--- src/rtl/core/tcw_pkg.sv ---
// Package for the text console writer: screen geometry, cell codes,
// command codes, controller states and the controller/datapath structs.
// No dependencies.
package tcw_pkg;

  localparam int SCREEN_COLS = 80;
  localparam int SCREEN_ROWS = 25;
  localparam int CELL_COUNT  = SCREEN_COLS * SCREEN_ROWS;
  localparam int COPY_COUNT  = SCREEN_COLS * (SCREEN_ROWS - 1);
  localparam int ADDR_W      = $clog2(CELL_COUNT);
  localparam int CNT_W       = $clog2(CELL_COUNT + 1);
  localparam int COL_W       = 7;
  localparam int ROW_W       = 5;
  localparam int CELL_W      = 16;
  localparam int ATTR_W      = 8;
  localparam int CHAR_W      = 8;

  localparam logic [CELL_W-1:0] BLANK_WORD   = 16'h0720;
  localparam logic [CHAR_W-1:0] NEWLINE_CODE = 8'd10;
  localparam logic [ATTR_W-1:0] ATTR_RESET   = 8'h07;

  typedef enum logic [1:0] {
    CMD_PUT   = 2'd0,
    CMD_CLEAR = 2'd1,
    CMD_READ  = 2'd2,
    CMD_NONE  = 2'd3
  } cmd_code_t;

  typedef enum logic [3:0] {
    ST_INIT,
    ST_IDLE,
    ST_PUT,
    ST_CLEAR,
    ST_READ,
    ST_READ_WAIT,
    ST_SCROLL_COPY,
    ST_SCROLL_BLANK,
    ST_RESPOND
  } state_t;

  typedef struct packed {
    logic latch_req;
    logic put_wr;
    logic blank_wr;
    logic copy_rd;
    logic read_issue;
    logic read_capture;
    logic cnt_clear;
    logic cnt_inc;
    logic home;
    logic out_load;
  } tcw_ctrl_t;

  typedef struct packed {
    logic put_scroll;
    logic cnt_last;
    logic copy_done;
    logic out_free;
  } tcw_stat_t;

endpackage

--- src/rtl/core/tcw_ctrl.sv ---
// Controller state machine of the text console writer: sequences put, clear,
// read, scroll and the store clearing pass after reset.
// Depends on tcw_pkg.
module tcw_ctrl
  import tcw_pkg::*;
(
  input  logic       clk,
  input  logic       rst,
  input  logic       s_axis_tvalid,
  output logic       s_axis_tready,
  input  logic [1:0] s_axis_tuser,
  input  tcw_stat_t  stat,
  output tcw_ctrl_t  ctrl
);

  state_t state;
  state_t state_next;
  logic   accept;

  assign s_axis_tready = (state == ST_IDLE);
  assign accept        = s_axis_tvalid && s_axis_tready;

  always_ff @(posedge clk) begin
    if (rst) begin
      state <= ST_INIT;
    end else begin
      state <= state_next;
    end
  end

  always_comb begin
    state_next = state;
    ctrl       = '0;
    case (state)
      ST_INIT: begin
        ctrl.blank_wr = 1'b1;
        ctrl.cnt_inc  = 1'b1;
        if (stat.cnt_last) begin
          state_next = ST_IDLE;
        end
      end
      ST_IDLE: begin
        if (accept) begin
          ctrl.latch_req = 1'b1;
          case (cmd_code_t'(s_axis_tuser))
            CMD_PUT:   state_next = ST_PUT;
            CMD_CLEAR: state_next = ST_CLEAR;
            CMD_READ:  state_next = ST_READ;
            default:   state_next = ST_RESPOND;
          endcase
        end
      end
      ST_PUT: begin
        ctrl.put_wr    = 1'b1;
        ctrl.cnt_clear = 1'b1;
        state_next     = stat.put_scroll ? ST_SCROLL_COPY : ST_RESPOND;
      end
      ST_SCROLL_COPY: begin
        if (stat.copy_done) begin
          state_next = ST_SCROLL_BLANK;
        end else begin
          ctrl.copy_rd = 1'b1;
          ctrl.cnt_inc = 1'b1;
        end
      end
      ST_SCROLL_BLANK: begin
        ctrl.blank_wr = 1'b1;
        ctrl.cnt_inc  = 1'b1;
        if (stat.cnt_last) begin
          state_next = ST_RESPOND;
        end
      end
      ST_CLEAR: begin
        ctrl.blank_wr = 1'b1;
        ctrl.cnt_inc  = 1'b1;
        ctrl.home     = 1'b1;
        if (stat.cnt_last) begin
          state_next = ST_RESPOND;
        end
      end
      ST_READ: begin
        ctrl.read_issue = 1'b1;
        state_next      = ST_READ_WAIT;
      end
      ST_READ_WAIT: begin
        ctrl.read_capture = 1'b1;
        state_next        = ST_RESPOND;
      end
      ST_RESPOND: begin
        if (stat.out_free) begin
          ctrl.out_load = 1'b1;
          state_next    = ST_IDLE;
        end
      end
      default: begin
        state_next = ST_IDLE;
      end
    endcase
  end

  a_accept_leaves_idle: assert property (@(posedge clk) disable iff (rst)
    accept |=> state != ST_IDLE)
    else $error("controller stayed idle after a transfer");

  a_respond_done: assert property (@(posedge clk) disable iff (rst)
    (state == ST_RESPOND && stat.out_free) |=> state == ST_IDLE)
    else $error("result loaded but controller did not return to idle");

  a_scroll_from_put: assert property (@(posedge clk) disable iff (rst)
    $rose(state == ST_SCROLL_COPY) |-> $past(state) == ST_PUT)
    else $error("scroll entered from a state other than put");

endmodule

--- config.mk ---
export PLATFORM = sky130hd
export DESIGN_NAME = tcw_ctrl
export DESIGN_NICKNAME = d
export VERILOG_FILES = /design/src/rtl/core/tcw_pkg.sv /design/src/rtl/core/tcw_ctrl.sv
export SDC_FILE = /design/constraint.sdc
export NUM_CORES = 1
export LEC_CHECK = 0
export BUFFER_PORTS_ARGS = -buffer_cell sky130_fd_sc_hd__buf_2
export CELL_PAD_IN_SITES_DETAIL_PLACEMENT = 1
export CELL_PAD_IN_SITES_GLOBAL_PLACEMENT = 1
export CORE_UTILIZATION = 26
export CTS_CLUSTER_SIZE = 8
export DETAILED_ROUTE_END_ITERATION = 10
export PLACE_DENSITY = 0.78
export SYNTH_ARGS = -nofsm -noshare
export SYNTH_HDL_FRONTEND = slang
export SYNTH_SLANG_ARGS = --single-unit
--- constraint.sdc ---
create_clock -name clk -period 1.25 [get_ports clk]
set_input_delay 0.125 -clock clk [delete_from_list [all_inputs] [get_ports clk]]
set_output_delay 0.125 -clock clk [all_outputs]
set_load 0.005 [all_outputs]
==> metrics.csv, run 1 <==
stage,metric,value,unit
detailed_routing,wl_met2,1210,um
critical_path,cp_num_buf_inv,2,
critical_path,cp_max_fo,6,
power,ir_worst_vdd,1030,uV
synthesis,syn_nets,69,
power,power-per-cell-area,1760,mW/mm2
placement,dp_slack,-103,ps
detailed_routing,drt_first_pass_iters,2,
critical_path,critPathSlowestCell,dfxtp_4,
sta,setup-tns-final,-1640,ps
detailed_routing,wirelength,2120,um
power,pwr-share-clk,11.5,%
synthesis,synth_area,433,um2
global_routing,grt_pass1_vias,673,
sta,max_freq,679,MHz
synthesis,ys_async_sr_fraction,0,%
clock_network,cts_sinks,4,
detailed_routing,wl_met1,789,um
global_routing,grt_max_degree,8,
sta,period_needed,1470,ps
detailed_routing,antenna_left,0,
status,status,finished with violations,
clock_network,clk_latency,250,ps
placement,dpl_cell_area,646,um2
critical_path,cp-start-kind,flop,
synthesis,synth_most_common_cell,nor2_1,
critical_path,worstSetupPathType,flop to output pin,
synthesis,yosysSeqAreaShare,18.5,%
cells_and_area,top_register,state,
clock_network,cts_hold_buf,0,
power,leakagePower,0.000409,uW
power,pwr-share-seq,16.1,%
sta,layout_worst_path_cycle_share,118,%
power,p_sw_share,42.1,%
global_routing,grt_first_pass_wirelength,3200,um
cells_and_area,postLayoutCoreUtil,57.1,%
critical_path,crit_family,simple AND/OR/NAND/NOR gates,
placement,dp_hpwl,1220,um
detailed_routing,drc,0,
clock_network,cts.clk_slew.worst_paths,40,ps
cells_and_area,num_antenna_cells,0,
critical_path,max_stage_delay,390,ps
detailed_routing,via_count,643,
power,internal_power,885,uW
synthesis,synthTopCellsByCount,"8 x nor2_1, 6 x nor3_1, 4 x dfxtp_1, 4 x inv_1, 4 x o21ai_0",
global_routing,grt_overflow,0,
clock_network,cts_max_level,1,
critical_path,path_depth,5,
critical_path,ff2ff_path_depth,4,
cells_and_area,fin_area,870,um2
critical_path,critPathArrivalTime,1350,ps
clock_network,root_buffer,clkbuf_4,
floorplanning,fp.coreArea,0.00152,mm2
detailed_routing,wl_per_cell,18.3,um
sta,worstMarginPinSlew,275,ps
sta,drv_slew,0,
cells_and_area,largest_reg_flops,4,
sta,setup_viol,15,
floorplanning,dieArea,0.00183,mm2
critical_path,cp-end-kind,output pin,
flow_run,max_cap_violations,0,
placement,io_buffers,19,
cells_and_area,area_delta_synth_final,101,%
sta,slew-limit-headroom,81.6,%
clock_network,cts_buffers,3,
floorplanning,ios,20,
sta,hold_violations,0,
synthesis,synth_edf_count,0,
critical_path,cp_cell_sequence,buf_6 -> nand2b_4 -> nor3_4 -> or2_2 -> buf_2,
sta,fin_ws,-223,ps
synthesis,synth-main-ff-cell,dfxtp_1,
clock_network,cts_buffer_depth,2,
synthesis,yosysWarnings,0,
synthesis,yosysTopAreaCell,dfxtp_1,
detailed_routing,topRoutingLayerUsed,met4,
status,violations,setup timing,
floorplanning,start_util,28.4,%
detailed_routing,met3_length,76,um
cells_and_area,layout-drive-gt1-share,70.0,%
sta,worst_clock_skew,1.33,ps
critical_path,required,1120,ps
synthesis,synth_top_cell_area_share,18.5,%
synthesis,ys_seq_elements,4,
global_routing,antenna_found_initial,0,
clock_network,cts_tree,yes,
detailed_routing,drt_iter0_drc,6,
detailed_routing,vias_per_cell,5.54,
synthesis,syn_area_per_cell,7.22,um2
sta,grt_setup_unrepaired,yes,
synthesis,synth.area.top_cells,"dfxtp_1 18%, nor3_1 6.9%, nor2_1 6.9%",
power,p_sw,643,uW
worst_hold_path,holdPathStages,2,
cells_and_area,nNetsFinal,111,
floorplanning,num_rows,14,
synthesis,synth_cell_types,31,
worst_hold_path,hp-class,primary input to flop,
global_routing,grtUsageTotal,24.0,%
synthesis,synthCells,60,
floorplanning,die_h,42.8,um
power,comb_power_share,72.3,%
placement,gp_congestion,0.841,
cells_and_area,top_regs,state: 4 flops,
floorplanning,fp.dieW,42.8,um
final cells by class:
class | count | area (um2)
sequential | 4 | 91.3
fill | 189 | 654
multi-input combinational | 47 | 424
timing repair buffer | 42 | 294
tap | 16 | 20.0
clock buffer | 3 | 22.5
inverter | 4 | 17.5
layer usage:
metal	global-route usage, %	up-vias
met5	0	-
met3	3.83	5
met2	50.0	21
met4	8.13	0
met1	22.6	314
li1	-	303
worst paths after layout:
check,startpoint,end,slack [ps]
setup / recovery,state[0]$_SDFFE_PP0P_,ctrl[2],-220
hold / removal,rst,state[1]$_SDFFE_PP0P_,100
setup reg to reg,state[0]$_SDFFE_PP0P_,state[1]$_SDFFE_PP0P_,-90
hold reg to reg,state[3]$_SDFFE_PP0P_,state[1]$_SDFFE_PP0P_,750
stage by stage:
step	hold slack (ps)	power (uW)	std cells
after CTS	106	1370	114
after detailed placement	353	973	106
after global routing	104	1610	116
final	98.7	1530	116
after floorplan	190	613	60
after global placement	348	952	106
power groups by stage:
stage | clock [uW] | sequential [uW] | combinational [uW]
after detailed placement | 0 | 216 | 757
after CTS | 165 | 229 | 977
final | 176 | 246 | 1110
after global placement | 0 | 213 | 739
after global routing | 184 | 251 | 1170
after floorplan | 0 | 188 | 425
placed cells by master (no fill, tap or decap), types with 2 or more instances in the layout:
master    instances
inv_1             3
a21oi_1           3
buf_2            19
dfxtp_4           3
o21ai_1           2
o21ai_0           2
buf_6             7
buf_4            16
nor3_2            2
a31oi_1           2
nor2_1            6
nor3b_2           2
nand2b_4          3
clkbuf_4          3
nor3_4            4
what timing repair did:
item | CTS | global route
pin swaps | 6 | 9
resized for setup | 27 | 9
setup endpoints to repair | 15 | 15
setup buffers | 5 | 2
cells by family (layout without fill, tap and decap cells):
kind of cell | Yosys count | after routing | share of synthesized area [%]
simple gates | 29 | 29 | 39.6
compound gates | 18 | 18 | 30.9
buf+inv | 9 | 49 | 11.0
flops | 4 | 4 | 18.5
Power figures use the tool's default switching activity.
==> inputs of run 2 (changes only) <==
--- a/config.mk
+++ b/config.mk
@@ -12,6 +12,7 @@
 export CTS_CLUSTER_SIZE = 8
 export DETAILED_ROUTE_END_ITERATION = 10
 export PLACE_DENSITY = 0.78
+export SLEW_MARGIN = 5
 export SYNTH_ARGS = -nofsm -noshare
 export SYNTH_HDL_FRONTEND = slang
 export SYNTH_SLANG_ARGS = --single-unit
==> constraint.sdc (replaced) <==
create_clock -name clk -period 1.25 [get_ports clk]
set_input_delay 0.125 -clock clk [delete_from_list [all_inputs] [get_ports clk]]
set_output_delay 0.125 -clock clk [all_outputs]
set_load 0.02 [all_outputs]
==> metrics.csv, run 2 (same netlist as run 1, synthesis figures left out) <==
stage,metric,value,unit,change
cells_and_area,fillCellCount,168,,was 189
floorplanning,fp.coreArea,0.00152,mm2,unchanged
clock_network,cts_tree,yes,,unchanged
worst_hold_path,hp-class,primary input to flop,,unchanged
global_routing,grt_overflow,0,,unchanged
critical_path,critPathArrivalTime,1620,ps,was 1350 ps
power,ir_worst_vdd,973,uV,was 1030 uV
placement,gp_congestion,0.809,,was 0.841
cells_and_area,top_register,state,,unchanged
power,power-per-cell-area,1840,mW/mm2,was 1760 mW/mm2
global_routing,grt_max_degree,10,,was 8
sta,max_freq,682,MHz,was 679 MHz
clock_network,cts_hold_buf,0,,unchanged
sta,drv_slew,0,,unchanged
detailed_routing,drc,0,,unchanged
floorplanning,fp.dieW,42.8,um,unchanged
cells_and_area,final_cell_mix,"15 x buf_6, 15 x buf_4, 9 x buf_2",,"was 19 x buf_2, 16 x buf_4, 7 x buf_6"
sta,hold_violations,0,,unchanged
detailed_routing,antenna_left,0,,unchanged
cells_and_area,layout-drive-gt1-share,75.3,%,was 70.0%
critical_path,worstSetupPathType,flop to flop,,was flop to output pin
status,status,finished with violations,,unchanged
detailed_routing,drt_iter0_drc,4,,was 6
sta,grt_setup_unrepaired,yes,,unchanged
global_routing,antenna_found_initial,0,,unchanged
cells_and_area,area_delta_synth_final,118,%,was 101%
cells_and_area,top_regs,state: 4 flops,,unchanged
detailed_routing,drt_first_pass_iters,2,,unchanged
detailed_routing,via_count,627,,was 643
cells_and_area,nNetsFinal,108,,was 111
detailed_routing,vias_per_cell,5.55,,was 5.54
placement,dp_hpwl,1330,um,was 1220 um
clock_network,root_buffer,clkbuf_4,,unchanged
sta,whs,85.0,ps,was 98.7 ps
sta,setup_viol,15,,unchanged
critical_path,required,1410,ps,was 1120 ps
detailed_routing,wl_per_cell,18.7,um,was 18.3 um
power,leakagePower,0.000411,uW,was 0.000409 uW
cells_and_area,regArea,92.6,um2,was 91.3 um2
critical_path,cp_max_fo,6,,unchanged
global_routing,grt_pass1_vias,647,,was 673
flow_run,max_cap_violations,0,,unchanged
sta,slew-limit-headroom,74.9,%,was 81.6%
placement,io_buffers,19,,unchanged
clock_network,cts_buffers,3,,unchanged
status,violations,setup timing,,unchanged
detailed_routing,wirelength,2110,um,was 2120 um
sta,worst_clock_skew,3.44,ps,was 1.33 ps
clock_network,cts.clk_slew.worst_paths,40,ps,about the same
critical_path,cp-start-kind,flop,,unchanged
cells_and_area,multiInputGateArea,469,um2,was 424 um2
clock_network,clk_latency,240,ps,was 250 ps
critical_path,cp-end-kind,flop,,was output pin
floorplanning,ios,20,,unchanged
sta,period_needed,1470,ps,about the same
sta,layout_worst_path_cycle_share,117,%,was 118%
floorplanning,start_util,28.4,%,unchanged
cells_and_area,num_antenna_cells,0,,unchanged
global_routing,grt_first_pass_wirelength,3080,um,was 3200 um
cells_and_area,largest_reg_flops,4,,unchanged
sta,fin_ws,-215,ps,was -223 ps
sta,worstMarginPinSlew,374,ps,was 275 ps
floorplanning,num_rows,14,,unchanged
cells_and_area,postLayoutCoreUtil,62.1,%,was 57.1%
clock_network,cts_sinks,4,,unchanged
clock_network,cts_max_level,1,,unchanged
clock_network,cts_buffer_depth,2,,unchanged
global_routing,grtUsageTotal,23.2,%,was 24.0%
floorplanning,dieArea,0.00183,mm2,unchanged
floorplanning,die_h,42.8,um,unchanged
-- run 2: cell types whose count changed in the layout (fill, tap and decap cells not counted), sizes merged --
cell | previous run | this run
buf | 42 | 39
-- run 2: stage by stage --
step,total power (uW),cells,setup TNS [ps],instance area [um2],worst slack (ps)
finish,1740,113,-1550,946,-215
global route,1840,113,-2240,946,-273
CTS,1410,108,-1370,785,-193
detailed placement,1100,103,-469,666,-133
global placement,1070,103,-270,666,-85.7
floorplan,807,60,-65.7,487,-20.9
-- run 2: power breakdown --
| part | switching [uW] | internal, uW |
|---|---|---|
| registers | 102 | 177 |
| clock network | 63.8 | 108 |
| logic | 622 | 669 |
-- run 2: layer usage --
metal  part of all wire (%)  vias up  routed length [um]  global-route usage (%)
li1                       -      296                   -                       -
met1                     39      304                 827                    23.7
met2                     56       23                1170                    46.4
met3                    3.4        4                  72                    2.98
met4                    1.8        0                  38                    8.13
met5                      0        -                   0                       0
-- run 2: timing repair --
item | CTS | global route
setup endpoints to repair | 15 | 15
setup buffers | 2 | 5
resized for setup | 26 | 31
pin swaps | 4 | 8
-- run 2: area by class of cell --
class / count / share of cell area (%)
clock buffer: 3 / 2.38
inverter: 4 / 1.59
multi-input combinational: 47 / 49.6
sequential: 4 / 9.79
tap: 16 / 2.12
timing repair buffer: 39 / 34.5
-- run 2: worst paths after layout --
path	start	end	slack (ps)	cells after the start
setup / recovery	state[1]$_SDFFE_PP0P_	state[2]$_SDFFE_PP0P_	-220	5
setup reg to reg	state[1]$_SDFFE_PP0P_	state[2]$_SDFFE_PP0P_	-220	5
hold / removal	rst	state[1]$_SDFFE_PP0P_	90	2
hold reg to reg	state[3]$_SDFFE_PP0P_	state[1]$_SDFFE_PP0P_	700	2
-- run 2: critical path, cell delays in order, from the launching register on --
cell and delay (ps):
dfxtp_4 370, buf_6 120, or3b_4 400, o32ai_4 240, a21oi_2 90, a21oi_1 170
==> inputs of run 3 (changes only) <==
==> constraint.sdc (replaced) <==
create_clock -name clk -period 1.25 [get_ports clk]
set_input_delay 0.25 -clock clk [delete_from_list [all_inputs] [get_ports clk]]
set_output_delay 0.25 -clock clk [all_outputs]
set_load 0.02 [all_outputs]
==> metrics.csv, run 3 (same netlist as run 1, synthesis figures left out) <==
stage,metric,value,unit,change
clock_network,cts_sinks,4,,unchanged
sta,grt_setup_unrepaired,yes,,unchanged
detailed_routing,wl_per_cell,23.7,um,was 18.7 um
detailed_routing,vias_per_cell,5.64,,was 5.55
detailed_routing,wirelength,2960,um,was 2110 um
sta,setup_viol,15,,unchanged
global_routing,grt_use_met1,26.9,%,was 23.7%
sta,slew-limit-headroom,75.9,%,was 74.9%
global_routing,grtUsageTotal,26.7,%,was 23.2%
cells_and_area,nNetsFinal,120,,was 108
critical_path,critPathArrivalTime,1320,ps,was 1620 ps
critical_path,cp_max_fo,4,,was 6
flow_run,max_cap_violations,0,,unchanged
global_routing,grt_use_met3,5.96,%,was 2.98%
power,ir_worst_vdd,1220,uV,was 973 uV
cells_and_area,layout-drive-gt1-share,78.9,%,was 75.3%
detailed_routing,drt_iter0_drc,21,,was 4
status,violations,setup timing,,unchanged
floorplanning,fp.dieW,42.8,um,unchanged
floorplanning,ios,20,,unchanged
power,leakagePower,0.000481,uW,was 0.000411 uW
cells_and_area,multiInputGateArea,444,um2,was 469 um2
cells_and_area,num_antenna_cells,0,,unchanged
cells_and_area,final_cell_mix,"20 x buf_4, 20 x buf_6, 9 x buf_2",,"was 15 x buf_6, 15 x buf_4, 9 x buf_2"
worst_hold_path,hp-class,primary input to flop,,unchanged
critical_path,cp-end-kind,output pin,,was flop
cells_and_area,regArea,95.1,um2,was 92.6 um2
clock_network,cts_max_level,1,,unchanged
placement,place_inst,108,,was 103
clock_network,clk_latency,250,ps,was 240 ps
critical_path,cp-start-kind,flop,,unchanged
detailed_routing,via_count,705,,was 627
cells_and_area,top_regs,state: 4 flops,,unchanged
detailed_routing,antenna_left,0,,unchanged
power,power-per-cell-area,1870,mW/mm2,was 1840 mW/mm2
cells_and_area,fillCellCount,166,,was 168
clock_network,root_buffer,clkbuf_4,,unchanged
global_routing,antenna_found_initial,0,,unchanged
global_routing,gr-max-usage-layer,met2,,unchanged
detailed_routing,drc,0,,unchanged
sta,max_freq,636,MHz,was 682 MHz
clock_network,cts.clk_slew.worst_paths,40,ps,about the same
critical_path,r2r_slack,-320,ps,was -220 ps
critical_path,required,1000,ps,was 1410 ps
clock_network,cts_buffer_depth,2,,unchanged
placement,io_buffers,19,,unchanged
cells_and_area,area_delta_synth_final,144,%,was 118%
critical_path,worstSetupPathType,flop to output pin,,was flop to flop
sta,hold_violations,0,,unchanged
floorplanning,fp.coreArea,0.00152,mm2,unchanged
sta,worst_clock_skew,3.77,ps,was 3.44 ps
floorplanning,die_h,42.8,um,unchanged
floorplanning,num_rows,14,,unchanged
sta,period_needed,1570,ps,was 1470 ps
floorplanning,start_util,28.4,%,unchanged
global_routing,grt_pass1_vias,758,,was 647
placement,gp_congestion,0.811,,was 0.809
cells_and_area,instances_no_fill,125,,was 113
clock_network,cts_buffers,3,,unchanged
detailed_routing,drt_first_pass_iters,4,,was 2
sta,fin_ws,-323,ps,was -215 ps
global_routing,grt_first_pass_wirelength,3600,um,was 3080 um
global_routing,grt_overflow,0,,unchanged
sta,setup-tns-final,-3590,ps,was -1550 ps
floorplanning,dieArea,0.00183,mm2,unchanged
sta,worstMarginPinSlew,360,ps,was 374 ps
placement,dp_hpwl,1380,um,was 1330 um
sta,layout_worst_path_cycle_share,126,%,was 117%
cells_and_area,top_register,state,,unchanged
cells_and_area,largest_reg_flops,4,,unchanged
status,status,finished with violations,,unchanged
global_routing,grt_max_degree,13,,was 10
sta,drv_slew,0,,unchanged
clock_network,cts_tree,yes,,unchanged
global_routing,grt_util_met2,53.9,%,was 46.4%
run 3: routing by layer:
metal,wire length (um),vias up
li1,-,320
met1,1150,338
met4,29,0
met5,0,-
met2,1620,43
met3,156,4
run 3: metrics by stage:
stage	cell area, um2	worst slack [ps]	util, %	hold WS (ps)	power [uW]
global placement	704	-156	46.2	467	1120
global route	1060	-379	69.4	238	2050
floorplan	494	-122	-	315	810
CTS	940	-323	61.7	228	1710
detailed placement	704	-224	46.2	485	1170
finish	1060	-323	69.4	239	1980
run 3: final timing paths:
path	startpoint	to	cells after the start
worst max-delay path	state[1]$_SDFFE_PP0P_	ctrl[2]	5
worst max register to register	state[1]$_SDFFE_PP0P_	state[2]$_SDFFE_PP0P_	5
worst min register to register	state[3]$_SDFFE_PP0P_	state[1]$_SDFFE_PP0P_	4
worst min-delay path	rst	state[3]$_SDFFE_PP0P_	2
run 3: repair_timing:
action                                  CTS  global route
hold buffers                              0             0
pin swaps                                14             5
endpoints found under the setup margin   15            15
resized for setup                        47            14
setup buffers                             7             6
cloned                                    0             1
run 3: worst max-delay path, stage by stage (launching register included):
cell,delay (ps)
dfxtp_4,370
buf_4,130
nand2b_4,70
nor3_4,220
or2_4,180
buf_6,110
run 3: power breakdown:
group	switching, uW	leakage (uW)	internal, uW
sequential	93.3	0.0000356	178
combinational	728	0.000431	803
clock	65.3	0.0000138	108
total	886	0.000481	1090
run 3: cell type report:
type                            instances  share of cell area (%)
Multi-Input combinational cell         47                    42.0
Sequential cell                         4                    8.99
Inverter                                4                    1.42
Tap cell                               16                    1.89
Timing Repair Buffer                   51                    43.6
Clock buffer                            3                    2.13
